==> config.mk <==
export PLATFORM = sky130hd
export DESIGN_NAME = brake_assist_load_shed_supervisor_top
export DESIGN_NICKNAME = d
export VERILOG_FILES = /design/src/hdl/bals_pkg.sv /design/src/hdl/bals_cfg.sv /design/src/hdl/bals_core.sv /design/src/hdl/brake_assist_load_shed_supervisor_top.sv
export SDC_FILE = /design/constraint.sdc
export NUM_CORES = 1
export LEC_CHECK = 0
export BUFFER_PORTS_ARGS = -buffer_cell sky130_fd_sc_hd__buf_4
export CAP_MARGIN = 20
export CORE_ASPECT_RATIO = 1.1
export CORE_MARGIN = 2
export CORE_UTILIZATION = 30
export CTS_CLUSTER_SIZE = 20
export DETAILED_ROUTE_END_ITERATION = 16
export PLACE_DENSITY = 0.46
export SLEW_MARGIN = 20
export SYNTH_ARGS = -nofsm -noshare
export SYNTH_HDL_FRONTEND = slang
export SYNTH_HIERARCHICAL = 1
export SYNTH_SLANG_ARGS = --single-unit
==> constraint.sdc <==
create_clock -name clk -period 3.9 [get_ports clk]
set_input_delay 0.78 -clock clk [delete_from_list [all_inputs] [get_ports clk]]
set_output_delay 0.78 -clock clk [all_outputs]
set_load 0.05 [all_outputs]
==> src/hdl/bals_pkg.sv <==
package bals_pkg;

  // Configuration port geometry: four 32-bit registers at byte addresses 0, 4, 8 and 12.
  localparam int unsigned AddrW = 4;
  localparam int unsigned DataW = 32;

  typedef logic [9:0] timer_t;

  // Timers count up to 999 and then stick at 1000.
  localparam timer_t TIMER_SAT_EDGE = 10'd999;
  localparam timer_t TIMER_SAT_TOP  = 10'd1000;
  localparam timer_t LIMIT_RESET    = 10'd100;

  typedef enum logic [1:0] {
    REG_ALT_RELEASE = 2'd0,
    REG_ALT_WAIT    = 2'd1,
    REG_AC_INHIBIT  = 2'd2,
    REG_AC_WAIT     = 2'd3
  } reg_idx_t;

  typedef enum logic [5:0] {
    ST_OFF           = 6'b000001,
    ST_ALT           = 6'b000010,
    ST_AC            = 6'b000100,
    ST_BOTH          = 6'b001000,
    ST_AC_AFTER_ALT  = 6'b010000,
    ST_ALT_AFTER_AC  = 6'b100000
  } mode_st_t;

  typedef logic [2:0] mode_code_t;

  localparam mode_code_t MODE_OFF          = 3'd0;
  localparam mode_code_t MODE_ALT          = 3'd1;
  localparam mode_code_t MODE_AC           = 3'd2;
  localparam mode_code_t MODE_BOTH         = 3'd3;
  localparam mode_code_t MODE_AC_AFTER_ALT = 3'd4;
  localparam mode_code_t MODE_ALT_AFTER_AC = 3'd5;

  typedef struct packed {
    timer_t alt_release;
    timer_t alt_wait;
    timer_t ac_inhibit;
    timer_t ac_wait;
  } limits_t;

  typedef struct packed {
    mode_code_t mode;
    logic       release_alternator;
    logic       inhibit_ac;
  } result_t;

  function automatic timer_t sat_inc(input timer_t t);
    return (t < TIMER_SAT_EDGE) ? t + 10'd1 : TIMER_SAT_TOP;
  endfunction

  function automatic mode_code_t mode_code(input mode_st_t s);
    mode_code_t m;
    case (s)
      ST_OFF:          m = MODE_OFF;
      ST_ALT:          m = MODE_ALT;
      ST_AC:           m = MODE_AC;
      ST_BOTH:         m = MODE_BOTH;
      ST_AC_AFTER_ALT: m = MODE_AC_AFTER_ALT;
      ST_ALT_AFTER_AC: m = MODE_ALT_AFTER_AC;
      default:         m = MODE_OFF;
    endcase
    return m;
  endfunction

endpackage

==> src/hdl/bals_cfg.sv <==
module bals_cfg (
  input  logic                       clk,
  input  logic                       rst_n,
  input  logic                       psel,
  input  logic                       penable,
  input  logic                       pwrite,
  input  logic [bals_pkg::AddrW-1:0] paddr,
  input  logic [bals_pkg::DataW-1:0] pwdata,
  output logic [bals_pkg::DataW-1:0] prdata,
  output bals_pkg::limits_t          limits
);

  bals_pkg::limits_t  lim_r;
  bals_pkg::reg_idx_t idx;
  logic               wr_en;

  assign idx   = bals_pkg::reg_idx_t'(paddr[3:2]);
  assign wr_en = psel && penable && pwrite;

  always_ff @(posedge clk) begin
    if (!rst_n) begin
      lim_r.alt_release <= bals_pkg::LIMIT_RESET;
      lim_r.alt_wait    <= bals_pkg::LIMIT_RESET;
      lim_r.ac_inhibit  <= bals_pkg::LIMIT_RESET;
      lim_r.ac_wait     <= bals_pkg::LIMIT_RESET;
    end else if (wr_en) begin
      case (idx)
        bals_pkg::REG_ALT_RELEASE: lim_r.alt_release <= pwdata[9:0];
        bals_pkg::REG_ALT_WAIT:    lim_r.alt_wait    <= pwdata[9:0];
        bals_pkg::REG_AC_INHIBIT:  lim_r.ac_inhibit  <= pwdata[9:0];
        bals_pkg::REG_AC_WAIT:     lim_r.ac_wait     <= pwdata[9:0];
        default: ;
      endcase
    end
  end

  always_comb begin
    case (idx)
      bals_pkg::REG_ALT_RELEASE: prdata = {22'd0, lim_r.alt_release};
      bals_pkg::REG_ALT_WAIT:    prdata = {22'd0, lim_r.alt_wait};
      bals_pkg::REG_AC_INHIBIT:  prdata = {22'd0, lim_r.ac_inhibit};
      bals_pkg::REG_AC_WAIT:     prdata = {22'd0, lim_r.ac_wait};
      default:                   prdata = '0;
    endcase
  end

  assign limits = lim_r;

endmodule

==> src/hdl/bals_core.sv <==
module bals_core (
  input  logic                clk,
  input  logic                rst_n,
  input  logic                step,
  input  logic                assist_active,
  input  logic                alt_condition,
  input  logic                immediate_strategy,
  input  logic                ac_condition,
  input  bals_pkg::limits_t   limits,
  output bals_pkg::result_t   result
);

  bals_pkg::mode_st_t st_r, st_nxt;
  logic               rel_r, rel_nxt;
  logic               inh_r, inh_nxt;
  bals_pkg::timer_t   alt_rel_r, alt_rel_nxt;
  bals_pkg::timer_t   alt_wait_r, alt_wait_nxt;
  bals_pkg::timer_t   ac_inh_r, ac_inh_nxt;
  bals_pkg::timer_t   ac_wait_r, ac_wait_nxt;
  logic               alt_end;
  logic               ac_end;
  logic               go_off;

  assign alt_end = alt_rel_r >= limits.alt_release;
  assign ac_end  = ac_inh_r >= limits.ac_inhibit;

  always_comb begin
    st_nxt       = st_r;
    rel_nxt      = rel_r;
    inh_nxt      = inh_r;
    alt_rel_nxt  = alt_rel_r;
    alt_wait_nxt = alt_wait_r;
    ac_inh_nxt   = ac_inh_r;
    ac_wait_nxt  = ac_wait_r;
    go_off       = 1'b0;

    case (st_r)
      bals_pkg::ST_OFF: begin
        if (assist_active) begin
          if (!alt_condition && !immediate_strategy) begin
            st_nxt  = bals_pkg::ST_ALT;
            rel_nxt = 1'b1;
            inh_nxt = 1'b0;
          end else if (immediate_strategy || ac_condition) begin
            st_nxt  = bals_pkg::ST_BOTH;
            rel_nxt = 1'b1;
            inh_nxt = 1'b1;
          end else begin
            st_nxt  = bals_pkg::ST_AC;
            rel_nxt = 1'b0;
            inh_nxt = 1'b1;
          end
        end
      end
      bals_pkg::ST_ALT: begin
        if (!assist_active || alt_end) begin
          go_off = 1'b1;
        end else if (alt_wait_r >= limits.alt_wait) begin
          st_nxt  = bals_pkg::ST_BOTH;
          rel_nxt = 1'b1;
          inh_nxt = 1'b1;
        end else begin
          alt_rel_nxt  = bals_pkg::sat_inc(alt_rel_r);
          alt_wait_nxt = bals_pkg::sat_inc(alt_wait_r);
        end
      end
      bals_pkg::ST_AC: begin
        if (!assist_active || ac_end) begin
          go_off = 1'b1;
        end else if (ac_wait_r >= limits.ac_wait) begin
          st_nxt  = bals_pkg::ST_BOTH;
          rel_nxt = 1'b1;
          inh_nxt = 1'b1;
        end else begin
          ac_inh_nxt  = bals_pkg::sat_inc(ac_inh_r);
          ac_wait_nxt = bals_pkg::sat_inc(ac_wait_r);
        end
      end
      bals_pkg::ST_BOTH: begin
        if (!assist_active) begin
          go_off = 1'b1;
        end else if (alt_end) begin
          if (ac_end) begin
            go_off = 1'b1;
          end else begin
            st_nxt  = bals_pkg::ST_AC_AFTER_ALT;
            rel_nxt = 1'b0;
            inh_nxt = 1'b1;
          end
        end else if (ac_end) begin
          st_nxt  = bals_pkg::ST_ALT_AFTER_AC;
          rel_nxt = 1'b1;
          inh_nxt = 1'b0;
        end else begin
          alt_rel_nxt = bals_pkg::sat_inc(alt_rel_r);
          ac_inh_nxt  = bals_pkg::sat_inc(ac_inh_r);
        end
      end
      bals_pkg::ST_AC_AFTER_ALT: begin
        if (ac_end || !assist_active) begin
          go_off = 1'b1;
        end else begin
          ac_inh_nxt = bals_pkg::sat_inc(ac_inh_r);
        end
      end
      bals_pkg::ST_ALT_AFTER_AC: begin
        if (!assist_active || alt_end) begin
          go_off = 1'b1;
        end else begin
          alt_rel_nxt = bals_pkg::sat_inc(alt_rel_r);
        end
      end
      default: ;
    endcase

    // Any exit to off drops both actions and restarts every timer.
    if (go_off) begin
      st_nxt       = bals_pkg::ST_OFF;
      rel_nxt      = 1'b0;
      inh_nxt      = 1'b0;
      alt_rel_nxt  = '0;
      alt_wait_nxt = '0;
      ac_inh_nxt   = '0;
      ac_wait_nxt  = '0;
    end
  end

  always_ff @(posedge clk) begin
    if (!rst_n) begin
      st_r       <= bals_pkg::ST_OFF;
      rel_r      <= 1'b0;
      inh_r      <= 1'b0;
      alt_rel_r  <= '0;
      alt_wait_r <= '0;
      ac_inh_r   <= '0;
      ac_wait_r  <= '0;
    end else if (step) begin
      st_r       <= st_nxt;
      rel_r      <= rel_nxt;
      inh_r      <= inh_nxt;
      alt_rel_r  <= alt_rel_nxt;
      alt_wait_r <= alt_wait_nxt;
      ac_inh_r   <= ac_inh_nxt;
      ac_wait_r  <= ac_wait_nxt;
    end
  end

  assign result.mode               = bals_pkg::mode_code(st_nxt);
  assign result.release_alternator = rel_nxt;
  assign result.inhibit_ac         = inh_nxt;

endmodule

==> src/hdl/brake_assist_load_shed_supervisor_top.sv <==
// Brake-assist load-shed supervisor.
//
// Each transfer on the input channel (in_valid/in_ready) is one task tick carrying the
// assist request and three condition flags. For every tick exactly one result transfer
// follows on the output channel (out_valid/out_ready): the supervisor mode after the
// update and the alternator-release and AC-inhibit commands.
//
// A tick is held in an input register; once the output register is empty or being
// emptied, the supervisor step is evaluated from that register and the stored mode,
// flags and timers, and the result is captured in the output register. One tick per
// cycle is sustained while the receiver does not stall, the limit being the single
// state update of the supervisor per cycle.
//
// When the receiver stalls, the finished result waits in the output register while the
// input register can still take one more tick; in_ready drops only when both are full.
// A synchronous reset (rst_n low) empties both registers, returns the supervisor to off,
// clears all timers and loads the four limits with 100. The user must write the limits
// at APB byte addresses 0, 4, 8, 12 only while no tick is in flight; it is not enforced.
module brake_assist_load_shed_supervisor_top (
  input  logic                       clk,
  input  logic                       rst_n,

  input  logic                       in_valid,
  output logic                       in_ready,
  input  logic                       in_assist_active,
  input  logic                       in_alt_condition,
  input  logic                       in_immediate_strategy,
  input  logic                       in_ac_condition,

  output logic                       out_valid,
  input  logic                       out_ready,
  output logic [2:0]                 out_mode,
  output logic                       out_release_alternator,
  output logic                       out_inhibit_ac,

  input  logic                       psel,
  input  logic                       penable,
  input  logic                       pwrite,
  input  logic [bals_pkg::AddrW-1:0] paddr,
  input  logic [bals_pkg::DataW-1:0] pwdata,
  output logic [bals_pkg::DataW-1:0] prdata,
  output logic                       pready
);

  // Input register.
  logic in_vld_r;
  logic assist_r;
  logic altc_r;
  logic imm_r;
  logic acc_r;

  // Output register.
  logic              out_vld_r;
  bals_pkg::result_t out_res_r;

  bals_pkg::limits_t limits;
  bals_pkg::result_t step_res;
  logic              advance;
  logic              in_xfer;

  // The held tick moves on whenever the output register is empty or being emptied.
  assign advance  = in_vld_r && (!out_vld_r || out_ready);
  assign in_ready = !in_vld_r || advance;
  assign in_xfer  = in_valid && in_ready;

  assign pready = 1'b1;

  bals_cfg u_cfg (
    .clk     (clk),
    .rst_n   (rst_n),
    .psel    (psel),
    .penable (penable),
    .pwrite  (pwrite),
    .paddr   (paddr),
    .pwdata  (pwdata),
    .prdata  (prdata),
    .limits  (limits)
  );

  bals_core u_core (
    .clk                (clk),
    .rst_n              (rst_n),
    .step               (advance),
    .assist_active      (assist_r),
    .alt_condition      (altc_r),
    .immediate_strategy (imm_r),
    .ac_condition       (acc_r),
    .limits             (limits),
    .result             (step_res)
  );

  always_ff @(posedge clk) begin
    if (!rst_n) begin
      in_vld_r <= 1'b0;
    end else if (in_xfer) begin
      in_vld_r <= 1'b1;
    end else if (advance) begin
      in_vld_r <= 1'b0;
    end
  end

  always_ff @(posedge clk) begin
    if (in_xfer) begin
      assist_r <= in_assist_active;
      altc_r   <= in_alt_condition;
      imm_r    <= in_immediate_strategy;
      acc_r    <= in_ac_condition;
    end
  end

  always_ff @(posedge clk) begin
    if (!rst_n) begin
      out_vld_r <= 1'b0;
    end else if (advance) begin
      out_vld_r <= 1'b1;
    end else if (out_ready) begin
      out_vld_r <= 1'b0;
    end
  end

  always_ff @(posedge clk) begin
    if (advance) begin
      out_res_r <= step_res;
    end
  end

  assign out_valid              = out_vld_r;
  assign out_mode               = out_res_r.mode;
  assign out_release_alternator = out_res_r.release_alternator;
  assign out_inhibit_ac         = out_res_r.inhibit_ac;

`ifndef NO_ASSERTIONS
  // A new tick is only taken when the held one is leaving or the input register is empty.
  assert property (@(posedge clk) disable iff (!rst_n)
    in_xfer |-> (!in_vld_r || advance))
    else $error("tick taken while the input register was blocked");

  // Every step of the supervisor produces a result in the following cycle.
  assert property (@(posedge clk) disable iff (!rst_n)
    advance |=> out_vld_r)
    else $error("supervisor step produced no result");

  // The release command follows the mode: on in alt, both and alt-after-AC only.
  assert property (@(posedge clk) disable iff (!rst_n)
    out_vld_r |-> (out_res_r.release_alternator ==
                   (out_res_r.mode == bals_pkg::MODE_ALT ||
                    out_res_r.mode == bals_pkg::MODE_BOTH ||
                    out_res_r.mode == bals_pkg::MODE_ALT_AFTER_AC)))
    else $error("release command disagrees with mode");

  // The inhibit command follows the mode: on in AC, both and AC-after-alt only.
  assert property (@(posedge clk) disable iff (!rst_n)
    out_vld_r |-> (out_res_r.inhibit_ac ==
                   (out_res_r.mode == bals_pkg::MODE_AC ||
                    out_res_r.mode == bals_pkg::MODE_BOTH ||
                    out_res_r.mode == bals_pkg::MODE_AC_AFTER_ALT)))
    else $error("inhibit command disagrees with mode");

  // A stalled result is neither lost nor overwritten.
  assert property (@(posedge clk) disable iff (!rst_n)
    (out_vld_r && !out_ready) |=> (out_vld_r && $stable(out_res_r)))
    else $error("stalled result changed");
`endif

endmodule

==> impl_metrics.sql, run 1 <==
INSERT INTO impl_metrics (metric_group, metric, value, unit) VALUES
('outcome', 'outcome', 'completed', ''),
('synth', 'number_of_enable_type_register_cells_in_the_synthesized_netlist', '9', ''),
('min_path', 'hold_path_end', 'u_cfg/limits[13]', ''),
('worst_setup_path', 'path_cells', 'inv_1, ha_1, a21o_1, a211oi_1, o21ai_1, a21boi_0, nand2_1, and3_1, o21ai_2, buf_4, a21oi_1, o221a_2', ''),
('power', 'total_power', '2.32', 'mW'),
('detailed_routing', 'via_per_inst', '4.98', ''),
('sta', 'finalSetupViolations', '0', ''),
('clock_tree', 'path_clk_slew', '0.08', 'ns'),
('global_route', 'grt_max_degree', '56', ''),
('placed_design', 'number_of_buffer_cells_added_on_primary_ports', '39', ''),
('power', 'pwr_density_cell', '319', 'nW/um2'),
('synth', 'post_synth_inst_count', '756', ''),
('global_route', 'antenna_found_initial', '0', ''),
('sta', 'crit_share_post_route', '85.5', '%'),
('final_layout', 'nets', '865', ''),
('global_route', 'global_route_wire_length_before_repair', '27.4', 'mm'),
('clock_tree', 'cts.hold.buffers_added', '0', ''),
('worst_setup_path', 'worstSetupStartpoint', 'u_cfg/limits[33]', ''),
('worst_setup_path', 'cp_slowest_stage_delay', '0.45', 'ns'),
('clock_tree', 'ctsLongestPathBuffers', '2', ''),
('worst_setup_path', 'worst_r2r_startpoint', 'u_cfg/limits[33]', ''),
('sta', 'max_clock_freq', '300', 'MHz'),
('worst_setup_path', 'worst-endpoint-required', '4.14', 'ns'),
('final_layout', 'area_growth_syn_to_layout', '11.7', '%'),
('floorplanning', 'floorplan.die_area', '22900', 'um2'),
('detailed_routing', 'finalWirelength', '16.5', 'mm'),
('power', 'vdd_ir_drop_max', '0.000170', 'V'),
('final_layout', 'final_common_cell', 'dfxtp_1', ''),
('synth', 'number_of_flip_flops_and_latches_in_the_synthesized_netlist', '99', ''),
('sta', 'min_hold_slack', '0.481', 'ns'),
('floorplanning', 'dieHeight', '158', 'um'),
('worst_setup_path', 'crit_arrival', '3.57', 'ns'),
('final_layout', 'layout_common_cells', '90 x dfxtp_1, 82 x nand2_1, 63 x inv_1', ''),
('synth', 'post_synth.cell_area_avg', '8.60', 'um2'),
('detailed_routing', 'drt_pass1_iterations', '5', ''),
('clock_tree', 'cts_tree', 'done', ''),
('min_path', 'holdCritStartpoint', 'u_cfg/limits[13]', ''),
('clock_tree', 'cts.repair.resized', '0', ''),
('sta', 'worst-slew-pin-transition', '0.758', 'ns'),
('final_layout', 'stdcell_count', '1069', ''),
('synth', 'ys_top_cells_by_area', 'dfxtp_1 28%, ha_1 8.5%, mux2i_1 5.4%', ''),
('placed_design', 'place_worst_setup_slack', '0.586', 'ns'),
('worst_setup_path', 'worst_reg_to_reg_path_cell_count', '12', ''),
('clock_tree', 'cts_made_buffers', '9', ''),
('synth', 'ys_async_sr_fraction', '0', '%'),
('global_route', 'overflow', '0', ''),
('synth', 'synth.cell_area', '6500', 'um2'),
('worst_setup_path', 'startpoint_type', 'flop', ''),
('sta', 'worst_slack', '0.565', 'ns'),
('worst_setup_path', 'ff2ff_setup_slack', '0.56', 'ns'),
('final_layout', 'multiInputGateArea', '3850', 'um2'),
('worst_setup_path', 'crit_fanout', '12', ''),
('sta', 'worst_clock_skew', '0.0132', 'ns'),
('synth', 'ys_dominant_reg_cell', 'dfxtp_1', ''),
('synth', 'seq_area_frac_synth', '31.9', '%'),
('synth', 'yosys.area.top_type_share', '27.7', '%'),
('global_route', 'number_of_global_route_vias_before_repair', '5196', ''),
('final_layout', 'layout-drive-gt1-share', '14.4', '%'),
('clock_tree', 'clock_insertion_delay_worst_skew', '0.36', 'ns'),
('power', 'total_leakage_power', '2.99', 'nW'),
('floorplanning', 'start_util', '30.5', '%'),
('floorplanning', 'core', '21300', 'um2'),
('synth', 'yosysWarnings', '6', ''),
('sta', 'timing.final.hold_violations', '0', ''),
('final_layout', 'num_antenna_cells', '0', ''),
('min_path', 'timing.hold.worst.class', 'reg2reg', ''),
('floorplanning', 'pin_count', '87', ''),
('sta', 'rsz0062_at_grt', 'false', ''),
('floorplanning', 'fp.dieW', '144', 'um'),
('detailed_routing', 'detail-route-antenna-nets', '0', ''),
('worst_setup_path', 'timing.rr.end', 'u_core/alt_wait_r[5]', '');
## stage by stage
step                      cell area (um2)  utilization, %
after global routing                 7260            34.1
after detailed placement             6930            32.5
after floorplan                      6580               -
final                                7260            34.1
after global placement               6930            32.5
after CTS                            7260            34.1
## sequential cells by signal, indices dropped and copies added (netlist names)
name,count
u_cfg/limits,40
u_core/ac_inh_r,10
u_core/ac_wait_r,10
u_core/alt_rel_r,10
u_core/alt_wait_r,10
u_core/st_r,6
out_mode,3
acc_r,1
altc_r,1
assist_r,1
imm_r,1
in_vld_r,1
out_inhibit_ac,1
out_release_alternator,1
out_valid,1
u_core/inh_r,1
u_core/rel_r,1
## cells by family (layout without fill, tap and decap cells)
kind of cell	count (synthesis)	in the layout	share of synthesized area (%)
multiplexers	45	45	8.85
buffers and inverters	131	133	10.1
XOR/XNOR	7	7	0.943
other	2	23	0.115
AO/OA/AOI/OAI	185	185	20.3
adder cells (fa/ha/maj)	44	44	8.47
flip-flops	99	99	31.9
AND/OR/NAND/NOR	243	243	19.4
## Yosys cell counts (3+ instances only)
library cell	count
a211o_1	9
a211oi_1	7
a21boi_0	14
a21boi_1	5
a21o_1	6
a21oi_1	47
a31oi_1	7
a41oi_1	8
and2_1	4
and3_1	13
buf_2	11
buf_4	30
buf_6	3
clkbuf_1	21
dfxtp_1	90
edfxtp_1	9
ha_1	44
inv_1	63
mux2i_1	35
mux4_2	10
nand2_1	82
nand2b_1	6
nand3_1	31
nand3b_1	3
nand4_1	7
nor2_1	29
nor2b_1	14
nor3_1	19
nor3b_1	3
o211ai_1	10
o21a_1	4
o21ai_0	26
o221a_2	15
o221ai_1	3
o31ai_1	4
or3_1	10
or4_1	6
xnor2_1	4
xor2_1	3
## worst max-delay path: cells and delay by family (launching register included)
kind / cells / cell delay [ns]
buf+inv: 2 / 0.31
compound gates: 7 / 1.68
fa+ha+maj: 1 / 0.30
flops: 1 / 0.36
simple gates: 2 / 0.55
## worst max-delay path by stage
stage | end | slack (ns) | cells past startpoint
3_5_place_dp | u_core/ac_wait_r[3] | 0.59 | 12
5_1_grt | out_mode[0] | 0.24 | 11
6_report | u_core/alt_wait_r[5] | 0.56 | 12
2_1_floorplan | u_core/alt_rel_r[8] | 1.14 | 14
3_3_place_gp | u_core/ac_wait_r[7] | 0.56 | 12
4_1_cts | out_mode[0] | 0.57 | 11
## report_power, final
group / internal [mW] / total (mW) / switching, mW / leakage, nW
combinational: 0.0755 / 0.241 / 0.166 / 2.01
clock: 0.571 / 1.02 / 0.447 / 0.167
sequential: 1.04 / 1.06 / 0.0150 / 0.814
## area by class of cell
cell class | count | area share, %
well taps | 290 | 4.99
multi-input cells | 547 | 53.1
inverters | 64 | 3.31
clock inverters | 5 | 0.999
clock buffers | 11 | 3.63
flip-flops and latches | 99 | 28.5
repair buffers | 53 | 5.48
## layer usage
metal	share of wire (%)	global-route usage, %	routed length [um]
met3	2.0	1.56	334
met2	48	25.5	7920
met5	0	0	0
met4	1.7	5.59	280
met1	48	20.4	7980
Power figures use the tool's default switching activity.
==> run 2: changes to the inputs <==
--- a/config.mk
+++ b/config.mk
@@ -5,15 +5,16 @@
 export SDC_FILE = /design/constraint.sdc
 export NUM_CORES = 1
 export LEC_CHECK = 0
+export ABC_AREA = 1
 export BUFFER_PORTS_ARGS = -buffer_cell sky130_fd_sc_hd__buf_4
 export CAP_MARGIN = 20
 export CORE_ASPECT_RATIO = 1.1
 export CORE_MARGIN = 2
-export CORE_UTILIZATION = 30
+export CORE_UTILIZATION = 47
 export CTS_CLUSTER_SIZE = 20
 export DETAILED_ROUTE_END_ITERATION = 16
-export PLACE_DENSITY = 0.46
-export SLEW_MARGIN = 20
+export PLACE_DENSITY = 0.66
+export SLEW_MARGIN = 25
 export SYNTH_ARGS = -nofsm -noshare
 export SYNTH_HDL_FRONTEND = slang
 export SYNTH_HIERARCHICAL = 1
==> impl_metrics.sql, run 2 <==
INSERT INTO impl_metrics (metric_group, metric, value, unit) VALUES
('run', 'cap_violations', '0', ''),
('global_route', 'antenna_found_initial', '0', ''),
('synth', 'synth_compound_area_share', '11.0', '%'),
('worst_setup_path', 'path_cells', 'inv_1, ha_1, nand2_1, nand2_1, nand2_1, nand2_1, nand2_1, nand3_2, nor2_4, nand2_2, nand2_4, o21ai_1, nand2_1, inv_1, o21ai_0, nor2_1', ''),
('worst_setup_path', 'crit_fanout', '36', ''),
('final_layout', 'largest_register_ff_count', '40', ''),
('worst_setup_path', 'critPathTopFamily', 'simple AND/OR/NAND/NOR gates', ''),
('sta', 'max_clock_freq', '329', 'MHz'),
('synth', 'yosysTopAreaCell', 'dfxtp_1', ''),
('placed_design', 'place_worst_setup_slack', '0.882', 'ns'),
('sta', 'worst_slack', '0.859', 'ns'),
('floorplanning', 'fp-row-count', '45', ''),
('synth', 'yosys.cell_types.count', '44', ''),
('synth', 'multiplexer_share_of_the_synthesized_area', '0', '%'),
('worst_setup_path', 'ff2ff_setup_slack', '0.86', 'ns'),
('sta', 'timing.max_slew.rel_slack', '46.3', '%'),
('global_route', 'gr-usage-all-layers', '22.2', '%'),
('sta', 'clock_period_minus_final_worst_setup_slack', '3.04', 'ns'),
('synth', 'synth.cell_area', '6750', 'um2'),
('sta', 'setup_tns', '0', 'ns'),
('sta', 'rsz0062_at_grt', 'false', ''),
('final_layout', 'fin_area', '7410', 'um2'),
('final_layout', 'final_core_utilization', '53.3', '%'),
('detailed_routing', 'drcViolationCount', '0', ''),
('synth', 'synth-simple-area-share', '35.9', '%'),
('global_route', 'overflow', '0', ''),
('worst_setup_path', 'worst-setup-path-type', 'reg2reg', ''),
('detailed_routing', 'routed-via-count', '6418', ''),
('power', 'vdd_ir_drop_max', '0.000206', 'V'),
('placed_design', 'routabilityCongestion', '0.906', ''),
('sta', 'worst-slew-pin-transition', '0.805', 'ns'),
('final_layout', 'nets', '1161', ''),
('clock_tree', 'path_clk_slew', '0.07', 'ns'),
('clock_tree', 'cts_num_sinks', '99', ''),
('floorplanning', 'core', '13900', 'um2'),
('synth', 'number_of_flip_flops_and_latches_in_the_synthesized_netlist', '99', ''),
('clock_tree', 'cts_setup_buffers', '0', ''),
('clock_tree', 'ctsLongestPathBuffers', '2', ''),
('worst_setup_path', 'cpMostUsedCell', 'nand2_1', ''),
('sta', 'timing.final.hold_violations', '0', ''),
('final_layout', 'num_antenna_cells', '0', ''),
('clock_tree', 'cts.hold.buffers_added', '0', ''),
('worst_setup_path', 'crit_arrival', '3.25', 'ns'),
('placed_design', 'number_of_buffer_cells_added_on_primary_ports', '39', ''),
('worst_setup_path', 'worst_path_max_delay_cell', 'dfxtp_1', ''),
('synth', 'ys_top_cells_by_count', '259 x nand2_1, 150 x inv_1, 125 x nor2_1', ''),
('synth', 'xor_and_xnor_fraction_of_the_mapped_netlist_area', '0.519', '%'),
('synth', 'ys_top_cells_by_area', 'dfxtp_1 27%, nand2_1 14%, inv_1 8.3%', ''),
('synth', 'synth_most_common_cell', 'nand2_1', ''),
('clock_tree', 'cts.repair.resized', '0', ''),
('detailed_routing', 'detail-route-antenna-nets', '0', ''),
('final_layout', 'area_growth_syn_to_layout', '9.86', '%'),
('floorplanning', 'floorplan.die_area', '15300', 'um2'),
('synth', 'post_synth_inst_count', '1048', ''),
('synth', 'ys_dominant_reg_cell', 'dfxtp_1', ''),
('synth', 'yosys.area_share.adder', '8.16', '%'),
('power', 'pwr_density_cell', '348', 'nW/um2'),
('worst_setup_path', 'startpoint_type', 'flop', ''),
('synth', 'ys_async_sr_fraction', '0', '%'),
('clock_tree', 'ctsHtreeMaxLevel', '3', ''),
('worst_setup_path', 'path_buf_inv', '2', ''),
('detailed_routing', 'dr_wl_cell', '13.2', 'um'),
('floorplanning', 'start_util', '48.5', '%'),
('synth', 'seq_area_frac_synth', '30.7', '%'),
('power', 'total_leakage_power', '3.67', 'nW'),
('sta', 'finalSetupViolations', '0', ''),
('worst_setup_path', 'worst-endpoint-required', '4.11', 'ns'),
('synth', 'yosysWarnings', '6', ''),
('power', 'total_power', '2.58', 'mW'),
('clock_tree', 'clk_root_buffer_cell', 'clkbuf_16', ''),
('final_layout', 'layout-drive-gt1-share', '8.56', '%'),
('floorplanning', 'fp.dieW', '118', 'um'),
('synth', 'yosys.area.top_type_share', '26.7', '%'),
('detailed_routing', 'detail_route.iter0.violations', '396', ''),
('sta', 'worst_clock_skew', '0.00986', 'ns'),
('placed_design', 'hpwlAfterDp', '12.1', 'mm'),
('synth', 'post_synth.cell_area_avg', '6.44', 'um2'),
('min_path', 'timing.hold.worst.class', 'reg2reg', ''),
('worst_setup_path', 'cp_slowest_stage_delay', '0.43', 'ns'),
('worst_setup_path', 'endpoint_kind', 'flop', ''),
('global_route', 'grt_max_degree', '69', ''),
('floorplanning', 'dieHeight', '130', 'um'),
('global_route', 'number_of_global_route_vias_before_repair', '5706', ''),
('floorplanning', 'pin_count', '87', ''),
('clock_tree', 'clock_insertion_delay_worst_skew', '0.35', 'ns'),
('detailed_routing', 'drt_pass1_iterations', '5', ''),
('synth', 'number_of_enable_type_register_cells_in_the_synthesized_netlist', '9', ''),
('detailed_routing', 'finalWirelength', '16.6', 'mm'),
('clock_tree', 'cts_tree', 'done', ''),
('final_layout', 'layout_common_cells', '259 x nand2_1, 150 x inv_1, 124 x nor2_1', ''),
('clock_tree', 'cts_made_buffers', '9', ''),
('placed_design', 'placement.cell_area', '7060', 'um2'),
('outcome', 'outcome', 'completed', ''),
('sta', 'report.final.slew_viol_count', '0', ''),
('synth', 'synth_top_family_by_area', 'simple AND/OR/NAND/NOR gates', ''),
('detailed_routing', 'via_per_inst', '5.08', ''),
('sta', 'crit_share_post_route', '78.0', '%'),
('global_route', 'global_route_wire_length_before_repair', '27.4', 'mm'),
('final_layout', 'final_common_cell', 'nand2_1', '');
-- run 2: cell types whose count changed after synthesis, sizes merged, moves of 14 or more --
cell and change:
nand2 +182, nor2 +106, inv +91, nand3 +74, mux2i -35, o21ai +26
a21boi -18, nand4 +16, nor2b -15, o221a -15, a21oi +14
-- run 2: area by class of cell --
type,instances,area (um2)
multi-input cells,762,3850
clock buffers,12,279
clock inverters,4,76.3
repair buffers,42,315
inverters,156,586
well taps,188,235
fillers,1430,6490
flip-flops and latches,99,2070
-- run 2: where the power goes --
group          leakage, nW  internal [mW]  switching [mW]
clock                0.170          0.643           0.405
sequential           0.816           1.06          0.0299
combinational         2.68          0.126           0.312
-- run 2: through the flow --
stage | std cells | hold WS (ns)
after floorplan | 1069 | 0.447
after global placement | 1247 | 0.468
after detailed placement | 1247 | 0.470
after CTS | 1263 | 0.480
after global routing | 1263 | 0.500
final | 1263 | 0.479
-- run 2: worst paths after layout --
| kind | startpoint | depth (start not counted) | to |
|---|---|---|---|
| max reg2reg | u_cfg/limits[13] | 16 | u_core/ac_wait_r[8] |
| min | u_core/alt_wait_r[9] | 2 | u_core/alt_wait_r[9] |
| max | u_cfg/limits[13] | 16 | u_core/ac_wait_r[8] |
| min reg2reg | u_core/alt_wait_r[9] | 2 | u_core/alt_wait_r[9] |
-- run 2: routing by layer --
metal / routed length [um] / vias to the layer above / GRT usage [%]
met5: 0 / - / 0
met4: 461 / 0 / 10.4
met3: 705 / 33 / 2.86
met2: 7560 / 141 / 36.6
met1: 7890 / 2875 / 29.1
li1: - / 3369 / -
-- run 2: worst min-delay path, stage by stage (launching register included) --
cell	delay, ns
dfxtp_1	0.33
inv_1	0.05
a21oi_1	0.05
-- run 2: cells by family (layout without fill, tap and decap cells) --
logic type | Yosys count | in the layout
DFF | 99 | 99
adders and majority gates | 44 | 44
buffers and inverters | 208 | 214
xor gates and xnor gates | 4 | 4
AOI/OAI and AO/OA | 136 | 136
and+or+nand+nor | 555 | 555
other | 2 | 23
